<file path="config.mk">
export PLATFORM = sky130hd
export DESIGN_NAME = sorted_term_table_merge_insert_unit
export DESIGN_NICKNAME = d
export VERILOG_FILES = /design/src/design/stm_pkg.sv /design/src/design/stm_table_ram.sv /design/src/design/stm_alu.sv /design/src/design/stm_seq.sv /design/src/design/sorted_term_table_merge_insert_unit.sv
export SDC_FILE = /design/constraint.sdc
export NUM_CORES = 2
export LEC_CHECK = 0
export ABC_AREA = 1
export BUFFER_PORTS_ARGS = -buffer_cell sky130_fd_sc_hd__buf_4
export CELL_PAD_IN_SITES_DETAIL_PLACEMENT = 2
export CELL_PAD_IN_SITES_GLOBAL_PLACEMENT = 2
export CORE_MARGIN = 4
export CORE_UTILIZATION = 45
export DETAILED_ROUTE_END_ITERATION = 10
export PLACE_DENSITY_LB_ADDON = 0.1
export SLEW_MARGIN = 0
export SYNTH_ARGS = -nofsm -noshare
export SYNTH_HDL_FRONTEND = slang
export SYNTH_SLANG_ARGS = --single-unit
export TNS_END_PERCENT = 100
</file>
<file path="constraint.sdc">
create_clock -name clk -period 13 [get_ports clk]
set_clock_uncertainty 0.2 [all_clocks]
set_input_delay 2.6 -clock clk [delete_from_list [all_inputs] [get_ports clk]]
set_output_delay 2.6 -clock clk [all_outputs]
set_load 0.05 [all_outputs]
</file>
<file path="src/design/stm_pkg.sv">
// stm_pkg: shared types, sizes, command and status codes of the sorted term table
// depends on nothing; every other file of the block refers to it by scoped names
package stm_pkg;

	localparam int CAPACITY    = 32;
	localparam int DEGREE_BITS = 16;
	localparam int IDX_W       = (CAPACITY > 1) ? $clog2(CAPACITY) : 1;
	localparam int CNT_W       = $clog2(CAPACITY + 1);

	localparam logic [7:0] VAR_RESET = 8'd120;

	// command codes
	localparam logic [1:0] CMD_INSERT = 2'd0;
	localparam logic [1:0] CMD_DUMP   = 2'd1;
	localparam logic [1:0] CMD_CLEAR  = 2'd2;

	// result status codes
	localparam logic [2:0] ST_INSERTED = 3'd0;
	localparam logic [2:0] ST_MERGED   = 3'd1;
	localparam logic [2:0] ST_FULL     = 3'd2;
	localparam logic [2:0] ST_TERM     = 3'd3;
	localparam logic [2:0] ST_EMPTY    = 3'd4;
	localparam logic [2:0] ST_CLEARED  = 3'd5;

	typedef struct packed {
		logic [DEGREE_BITS-1:0] degree;
		logic [31:0]            coeff;
		logic [7:0]             variable;
	} entry_t;

	typedef struct packed {
		logic [2:0]             status;
		logic [DEGREE_BITS-1:0] degree;
		logic [31:0]            coeff;
		logic [7:0]             variable;
		logic                   last;
	} res_t;

	typedef struct packed {
		logic        gt;
		logic        eq;
		logic [31:0] sum;
	} alu_t;

	function automatic logic [DEGREE_BITS-1:0] deg_in(input logic [15:0] d);
		logic [47:0] w;
		w = 48'(d);
		return w[DEGREE_BITS-1:0];
	endfunction

	function automatic logic [15:0] deg_out(input logic [DEGREE_BITS-1:0] d);
		logic [47:0] w;
		w = 48'(d);
		return w[15:0];
	endfunction

endpackage

</file>
<file path="src/design/stm_table_ram.sv">
// stm_table_ram: term store, one write port and one read port with registered read data
// depends on stm_pkg for the entry type and depth
module stm_table_ram (
	input  logic                  clk,
	input  logic                  we,
	input  logic [stm_pkg::IDX_W-1:0] waddr,
	input  stm_pkg::entry_t       wdata,
	input  logic [stm_pkg::IDX_W-1:0] raddr,
	output stm_pkg::entry_t       rdata
);

	stm_pkg::entry_t mem_q [stm_pkg::CAPACITY];

	always_ff @(posedge clk) begin
		if (we) begin
			mem_q[waddr] <= wdata;
		end
	end

	always_ff @(posedge clk) begin
		rdata <= mem_q[raddr];
	end

endmodule

</file>
<file path="src/design/stm_alu.sv">
// stm_alu: shared degree comparator and 32-bit wrapping coefficient adder
// depends on stm_pkg for widths and the result type
module stm_alu (
	input  logic [stm_pkg::DEGREE_BITS-1:0] stored_degree,
	input  logic [stm_pkg::DEGREE_BITS-1:0] new_degree,
	input  logic [31:0]                     stored_coeff,
	input  logic [31:0]                     new_coeff,
	output stm_pkg::alu_t                   result
);

	always_comb begin
		result.gt  = stored_degree > new_degree;
		result.eq  = stored_degree == new_degree;
		result.sum = stored_coeff + new_coeff;
	end

endmodule

</file>
<file path="src/design/stm_seq.sv">
// stm_seq: sequencer that walks, shifts, merges and reads out the term store
// depends on stm_pkg, stm_table_ram and stm_alu
module stm_seq (
	input  logic                            clk,
	input  logic                            arst_n,
	input  logic                            start,
	output logic                            idle,
	input  logic [1:0]                      cmd,
	input  logic [stm_pkg::DEGREE_BITS-1:0] degree,
	input  logic [31:0]                     coeff,
	input  logic [7:0]                      var_code,
	input  logic                            can_emit,
	output logic                            emit,
	output stm_pkg::res_t                   res,
	output logic [stm_pkg::CNT_W-1:0]       term_count
);

	localparam int CW = stm_pkg::CNT_W;
	localparam int IW = stm_pkg::IDX_W;

	localparam logic [2:0] S_IDLE   = 3'd0;
	localparam logic [2:0] S_SEARCH = 3'd1;
	localparam logic [2:0] S_SHIFT  = 3'd2;
	localparam logic [2:0] S_INSERT = 3'd3;
	localparam logic [2:0] S_MERGE  = 3'd4;
	localparam logic [2:0] S_EMIT   = 3'd5;
	localparam logic [2:0] S_DUMP   = 3'd6;

	logic [2:0]                      state_q, state_d;
	logic [CW-1:0]                   count_q, count_d;
	logic [CW-1:0]                   pos_q, pos_d;
	logic [IW-1:0]                   src_q, src_d;
	logic [IW-1:0]                   idx_q, idx_d;
	logic [stm_pkg::DEGREE_BITS-1:0] deg_q, deg_d;
	logic [31:0]                     coeff_q, coeff_d;
	stm_pkg::res_t                   res_q, res_d;

	logic            we;
	logic [IW-1:0]   waddr;
	logic [IW-1:0]   raddr;
	stm_pkg::entry_t wdata;
	stm_pkg::entry_t rdata;
	stm_pkg::alu_t   alu;
	logic            pos_in;
	logic            dump_last;

	stm_table_ram u_ram (
		.clk   (clk),
		.we    (we),
		.waddr (waddr),
		.wdata (wdata),
		.raddr (raddr),
		.rdata (rdata)
	);

	stm_alu u_alu (
		.stored_degree (rdata.degree),
		.new_degree    (deg_q),
		.stored_coeff  (rdata.coeff),
		.new_coeff     (coeff_q),
		.result        (alu)
	);

	assign pos_in    = pos_q < count_q;
	assign dump_last = (CW'(idx_q) + CW'(1)) == count_q;

	always_comb begin
		state_d = state_q;
		count_d = count_q;
		pos_d   = pos_q;
		src_d   = src_q;
		idx_d   = idx_q;
		deg_d   = deg_q;
		coeff_d = coeff_q;
		res_d   = res_q;
		raddr   = '0;
		we      = 1'b0;
		waddr   = IW'(pos_q);
		wdata   = '{degree: deg_q, coeff: coeff_q, variable: var_code};
		emit    = 1'b0;
		case (state_q)
			S_IDLE: begin
				if (start) begin
					deg_d   = degree;
					coeff_d = coeff;
					pos_d   = '0;
					idx_d   = '0;
					case (cmd)
						stm_pkg::CMD_INSERT: begin
							state_d = S_SEARCH;
						end
						stm_pkg::CMD_DUMP: begin
							if (count_q == '0) begin
								res_d   = '{stm_pkg::ST_EMPTY, '0, '0, '0, 1'b1};
								state_d = S_EMIT;
							end else begin
								state_d = S_DUMP;
							end
						end
						stm_pkg::CMD_CLEAR: begin
							count_d = '0;
							res_d   = '{stm_pkg::ST_CLEARED, '0, '0, '0, 1'b1};
							state_d = S_EMIT;
						end
						default: begin
							state_d = S_IDLE;
						end
					endcase
				end
			end
			S_SEARCH: begin
				if (pos_in && alu.gt) begin
					pos_d = pos_q + CW'(1);
					raddr = IW'(pos_q + CW'(1));
				end else if (pos_in && alu.eq) begin
					res_d   = '{stm_pkg::ST_MERGED, deg_q, alu.sum, rdata.variable, 1'b1};
					state_d = S_MERGE;
				end else if (count_q == CW'(stm_pkg::CAPACITY)) begin
					res_d   = '{stm_pkg::ST_FULL, deg_q, coeff_q, var_code, 1'b1};
					state_d = S_EMIT;
				end else if (pos_in) begin
					src_d   = IW'(count_q - CW'(1));
					raddr   = IW'(count_q - CW'(1));
					state_d = S_SHIFT;
				end else begin
					state_d = S_INSERT;
				end
			end
			S_SHIFT: begin
				we    = 1'b1;
				waddr = src_q + IW'(1);
				wdata = rdata;
				if (CW'(src_q) == pos_q) begin
					state_d = S_INSERT;
				end else begin
					src_d = src_q - IW'(1);
					raddr = src_q - IW'(1);
				end
			end
			S_INSERT: begin
				we      = 1'b1;
				count_d = count_q + CW'(1);
				res_d   = '{stm_pkg::ST_INSERTED, deg_q, coeff_q, var_code, 1'b1};
				state_d = S_EMIT;
			end
			S_MERGE: begin
				we      = 1'b1;
				wdata   = '{degree: deg_q, coeff: res_q.coeff, variable: res_q.variable};
				state_d = S_EMIT;
			end
			S_EMIT: begin
				if (can_emit) begin
					emit    = 1'b1;
					state_d = S_IDLE;
				end
			end
			S_DUMP: begin
				raddr = idx_q;
				if (can_emit) begin
					emit = 1'b1;
					if (dump_last) begin
						state_d = S_IDLE;
					end else begin
						idx_d = idx_q + IW'(1);
						raddr = idx_q + IW'(1);
					end
				end
			end
			default: begin
				state_d = S_IDLE;
			end
		endcase
	end

	always_ff @(posedge clk or negedge arst_n) begin
		if (!arst_n) begin
			state_q <= S_IDLE;
			count_q <= '0;
		end else begin
			state_q <= state_d;
			count_q <= count_d;
		end
	end

	always_ff @(posedge clk) begin
		pos_q   <= pos_d;
		src_q   <= src_d;
		idx_q   <= idx_d;
		deg_q   <= deg_d;
		coeff_q <= coeff_d;
		res_q   <= res_d;
	end

	always_comb begin
		if (state_q == S_DUMP) begin
			res = '{stm_pkg::ST_TERM, rdata.degree, rdata.coeff, rdata.variable, dump_last};
		end else begin
			res = res_q;
		end
	end

	assign idle       = state_q == S_IDLE;
	assign term_count = count_q;

endmodule

</file>
<file path="src/design/sorted_term_table_merge_insert_unit.sv">
// sorted_term_table_merge_insert_unit: top level, config register, result register, checks
// depends on stm_pkg and stm_seq
//
// channel   direction  contents (lowest bit first)
// s_*       request    tuser: cmd[1:0]; tdata: term_degree[15:0], term_coeff[47:16]
// m_*       result     tuser: status[2:0]; tdata: out_degree, out_coeff, out_variable,
//                      count, zero pad; tlast: last
// cfg_*     config     data: variable_code[7:0]
//
// one request at a time; s_tready is high only while the sequencer is idle
// insert: walks to the slot, then shifts the tail one entry a cycle through the single
//   read and single write port of the term store
// reset clears the control state and the term count; the store itself is not swept
// a stalled result holds in the output register; the read-out pauses with it
module sorted_term_table_merge_insert_unit (
	input  logic        clk,
	input  logic        arst_n,
	// request side
	input  logic        s_tvalid,
	output logic        s_tready,
	input  logic [47:0] s_tdata,   // term_degree[15:0], term_coeff[47:16]
	input  logic [1:0]  s_tuser,   // cmd[1:0]
	// result side
	output logic        m_tvalid,
	input  logic        m_tready,
	output logic [63:0] m_tdata,   // out_degree[15:0], out_coeff[47:16],
	                               // out_variable[55:48], count[61:56], zero[63:62]
	output logic [2:0]  m_tuser,   // status[2:0]
	output logic        m_tlast,   // last
	// configuration write
	input  logic        cfg_valid,
	output logic        cfg_ready,
	input  logic [7:0]  cfg_data   // variable_code[7:0]
);

	logic [7:0]                    var_code_q;
	logic                          seq_idle;
	logic                          start;
	logic                          can_emit;
	logic                          emit;
	stm_pkg::res_t                 res;
	logic [stm_pkg::CNT_W-1:0]     term_count;

	logic                          m_tvalid_q;
	logic [63:0]                   m_tdata_q;
	logic [2:0]                    m_tuser_q;
	logic                          m_tlast_q;

	// configuration is always taken
	assign cfg_ready = 1'b1;

	always_ff @(posedge clk or negedge arst_n) begin
		if (!arst_n) begin
			var_code_q <= stm_pkg::VAR_RESET;
		end else if (cfg_valid) begin
			var_code_q <= cfg_data;
		end
	end

	assign s_tready = seq_idle;
	assign start    = s_tvalid && seq_idle;
	// the result register is free, or it is being emptied this cycle
	assign can_emit = !m_tvalid_q || m_tready;

	stm_seq u_seq (
		.clk        (clk),
		.arst_n     (arst_n),
		.start      (start),
		.idle       (seq_idle),
		.cmd        (s_tuser),
		.degree     (stm_pkg::deg_in(s_tdata[15:0])),
		.coeff      (s_tdata[47:16]),
		.var_code   (var_code_q),
		.can_emit   (can_emit),
		.emit       (emit),
		.res        (res),
		.term_count (term_count)
	);

	// result register: count is taken after this step's update
	always_ff @(posedge clk or negedge arst_n) begin
		if (!arst_n) begin
			m_tvalid_q <= 1'b0;
		end else if (emit) begin
			m_tvalid_q <= 1'b1;
		end else if (m_tready) begin
			m_tvalid_q <= 1'b0;
		end
	end

	always_ff @(posedge clk) begin
		if (emit) begin
			m_tdata_q <= {2'b00, 6'(term_count), res.variable, res.coeff,
				stm_pkg::deg_out(res.degree)};
			m_tuser_q <= res.status;
			m_tlast_q <= res.last;
		end
	end

	assign m_tvalid = m_tvalid_q;
	assign m_tdata  = m_tdata_q;
	assign m_tuser  = m_tuser_q;
	assign m_tlast  = m_tlast_q;

`ifndef SYNTHESIS
	// the table never holds more terms than it has room for
	a_count_bound: assert property (@(posedge clk) disable iff (!arst_n)
		term_count <= stm_pkg::CAPACITY)
		else $error("term count beyond capacity");

	// a result is only loaded when the output register can take it
	a_no_overwrite: assert property (@(posedge clk) disable iff (!arst_n)
		emit |-> (!m_tvalid_q || m_tready))
		else $error("result loaded over a waiting one");

	// an accepted clear empties the table at once
	a_clear_empties: assert property (@(posedge clk) disable iff (!arst_n)
		(s_tvalid && s_tready && s_tuser == stm_pkg::CMD_CLEAR) |=> term_count == '0)
		else $error("clear left terms behind");

	// no new request is taken while a result is being produced
	a_busy_no_start: assert property (@(posedge clk) disable iff (!arst_n)
		emit |-> !s_tready || $past(s_tvalid && s_tready) || !m_tvalid)
		else $error("request accepted while producing a result");
`endif

endmodule
</file>
==> impl_metrics.toml <==
[layout]
finish.utilization = 0.508
final_common_cell = "edfxtp_1"
seq_area_sq_um = 61100
multi_input_area_sq_um = 23600
drive_gt1_frac = 0.0798
nets = 9302
syn_to_final_growth_pct = 12.0
final_cell_mix = "1981 x edfxtp_1, 1980 x inv_1, 1611 x nand3_1"
final.fill_count = 20930

[critical_path]
crit_start = "u_seq.deg_q[7]"
cp.required_ps = 13450
crit_path_start_kind = "register"
path_max_fanout = 177
critPathKind = "reg -> reg"
timing.rr.start = "u_seq.deg_q[7]"
critPathCaptureType = "register"
crit_arrival_ps = 7850

[drt]
vias = 74944
drtIter0Drc = 9057
detail_route.wl_per_cell_microns = 31.6
maxUsedRoutingLayer = "met5"
ant_nets = 0
totalWireLength_microns = 385000
met2_length_microns = 185000
drc_errors = 0
viasPerCell = 6.16
first_pass_iters = 5
m1WireLength_microns = 153000
wl_met3_microns = 32400

[pwr]
static-leakage-power_nw = 44.1
swShare = 0.458
powerDensity_nw_per_um2 = 280
p_sw_mw = 13.5
power_frac_comb = 0.452
p_int_mw = 16.0
seqPwrFrac = 0.330
irDropWorstVdd_uv = 259
power_frac_clock = 0.218

[global_route]
grt_usage = 0.347
overflow = 0
antenna_found_initial = 17
grt_max_degree = 180
grt_pass1_vias = 80978
grt_pass1_wl_microns = 557000

[cts]
hold_buffers = 0
clkLatencyLatePin_ps = 870
clock_sinks = 2055
ctsResizeCount = 0
cts.path.max_buffers = 3
cts_tree = "yes"
htree_levels = 4
cts_buffers = 223
clk_pin_slew_ps = 60
postCtsSetupBuffers = 0
root_buffer = "clkbuf_16"

[logic_synthesis]
synth_area_sq_um = 94100
yosysWarningCount = 0
synth_flop_cell = "edfxtp_1"
syn_inst = 9250
synth-seq-cells = 2055
ys_seq_area_frac = 0.649
synth_area_per_cell_sq_um = 10.2
synth_edf_count = 1981
async_flop_share = 0.00876
synth_cell_type_count = 48

[sta]
worst_pin_slew_ps = 1310
max-slew-margin-rel = 0.124
setup_viol = 0
final_max_slew_viol_count = 0
max_freq_mhz = 135
finalSetupTns_ps = 0
rsz0062_at_grt = "false"
fin_crit_sh = 0.569
hold_viol_final = 0
min_period_ps = 7400

[floorplan]
die_area_sq_um = 217000
die_w_microns = 465
rows = 167
die_height_microns = 465
start_util = 0.454
core_sq_um = 207000
io-pin-count = 134

[outcome]
status = "finished, final reports clean"

[hold_path]
hp-start = "u_seq.term_count[1]"
hold_path_class = "reg -> reg"

[placement]
place.detailed.hpwl_microns = 206000
gp_congestion = 0.824
placement.io_buffers = 130

[flow_run]
cap_viol_max_count = 0
cells by family after synthesis:
kind of cell,Yosys count,synth area share
xor gates and xnor gates,19,0.00177
buffers and inverters,2608,0.108
other,2,0.0000798
DFF,2055,0.649
and+or+nand+nor,4213,0.215
adders and majority gates,64,0.00859
AOI/OAI and AO/OA,289,0.0182
per-stage QoR:
step	power, mW	instance area (sq um)	hold slack [ps]	instances	setup slack, ps
3_5_place_dp	22.7	98100	310	11737	5410
6_report	29.5	105000	325	12163	5600
5_1_grt	30.8	105000	339	12159	5510
4_1_cts	29.3	105000	329	12156	5940
2_1_floorplan	17.5	94100	271	9251	3560
3_3_place_gp	22.0	98100	292	11737	5600
per-layer routing:
layer	GRT usage	up-vias
met1	0.453	39242
met5	0	-
li1	-	31227
met3	0.0634	879
met2	0.579	3582
met4	0.130	14
final timing paths:
path,to,slack [ps],depth (start not counted)
hold reg to reg,m_tdata[57],320,0
setup / recovery,u_seq.u_ram.rdata[1],5600,21
min in group asynchronous,u_seq.state_q[2],1420,1
setup reg to reg,u_seq.u_ram.rdata[1],5600,21
hold / removal,m_tdata[57],320,0
max in group asynchronous,var_code_q[5],10920,1
state kept, by name, summed over array words and instances, names as in the netlist:
register / flops
u_seq.u_ram.mem_q: 1792
u_seq.src_q: 5
u_seq.res_q: 59
u_seq.term_count: 6
u_seq.deg_q: 16
u_seq.u_ram.rdata: 56
var_code_q: 8
m_tuser: 3
u_seq.coeff_q: 32
m_tdata: 62
u_seq.idx_q: 5
m_tlast: 1
u_seq.state_q: 3
u_seq.pos_q: 6
m_tvalid: 1
critical path: stages, from the launching register on:
cell and delay, ps:
edfxtp_1 370, inv_1 290, ha_1 230, nand2_1 80, nor2_1 570, nand2_1 140, nor2_2 330, nor2_1 130
nand2_2 140, nand2_1 100, nand3_4 320, buf_4 630, buf_4 810, buf_12 680, buf_4 780, nand4_1 220
nand3_1 180, nand3_1 130, nand3_1 150, nand2_1 130, nand2_1 90, nand2_1 230
cell usage after synthesis, drive strengths merged (2+ instances only):
master,count,area share
ha,63,0.0084
o31ai,5,0.00040
inv,1986,0.079
conb,2,0.000080
clkbuf,320,0.013
a21oi,60,0.0032
dfstp,4,0.0011
nand3,1617,0.086
a32o,2,0.00021
dfxtp,56,0.012
edfxtp,1981,0.63
o22ai,21,0.0014
buf,299,0.016
a21boi,6,0.00048
dfrtp,14,0.0037
nand2,1531,0.061
o21bai,3,0.00024
o211ai,15,0.0012
xor2,11,0.0010
nor4,3,0.00020
nand4,908,0.060
o221ai,29,0.0027
nor3,14,0.00080
clkinv,3,0.00012
o21a,2,0.00016
o21ai,127,0.0068
or2,5,0.00033
a31oi,7,0.00047
xnor2,8,0.00074
nor2,134,0.0055
a21o,8,0.00064
area by class of cell:
class | instances | share of cell area
repair buffers | 318 | 0.0238
clock inverters | 86 | 0.00698
multi-input cells | 4588 | 0.224
inverters | 1989 | 0.0710
well taps | 2788 | 0.0331
flip-flops and latches | 2055 | 0.579
clock buffers | 333 | 0.0616
diodes | 6 | 0.000142
power by group through the flow:
stage | Sequential [mW] | Clock (mW) | Combinational [mW]
6_report | 9.74 | 6.44 | 13.3
3_5_place_dp | 9.84 | 0 | 12.9
2_1_floorplan | 9.82 | 0 | 7.65
4_1_cts | 9.72 | 6.48 | 13.1
5_1_grt | 9.78 | 6.76 | 14.3
3_3_place_gp | 9.78 | 0 | 12.2
Power figures use the tool's default switching activity.
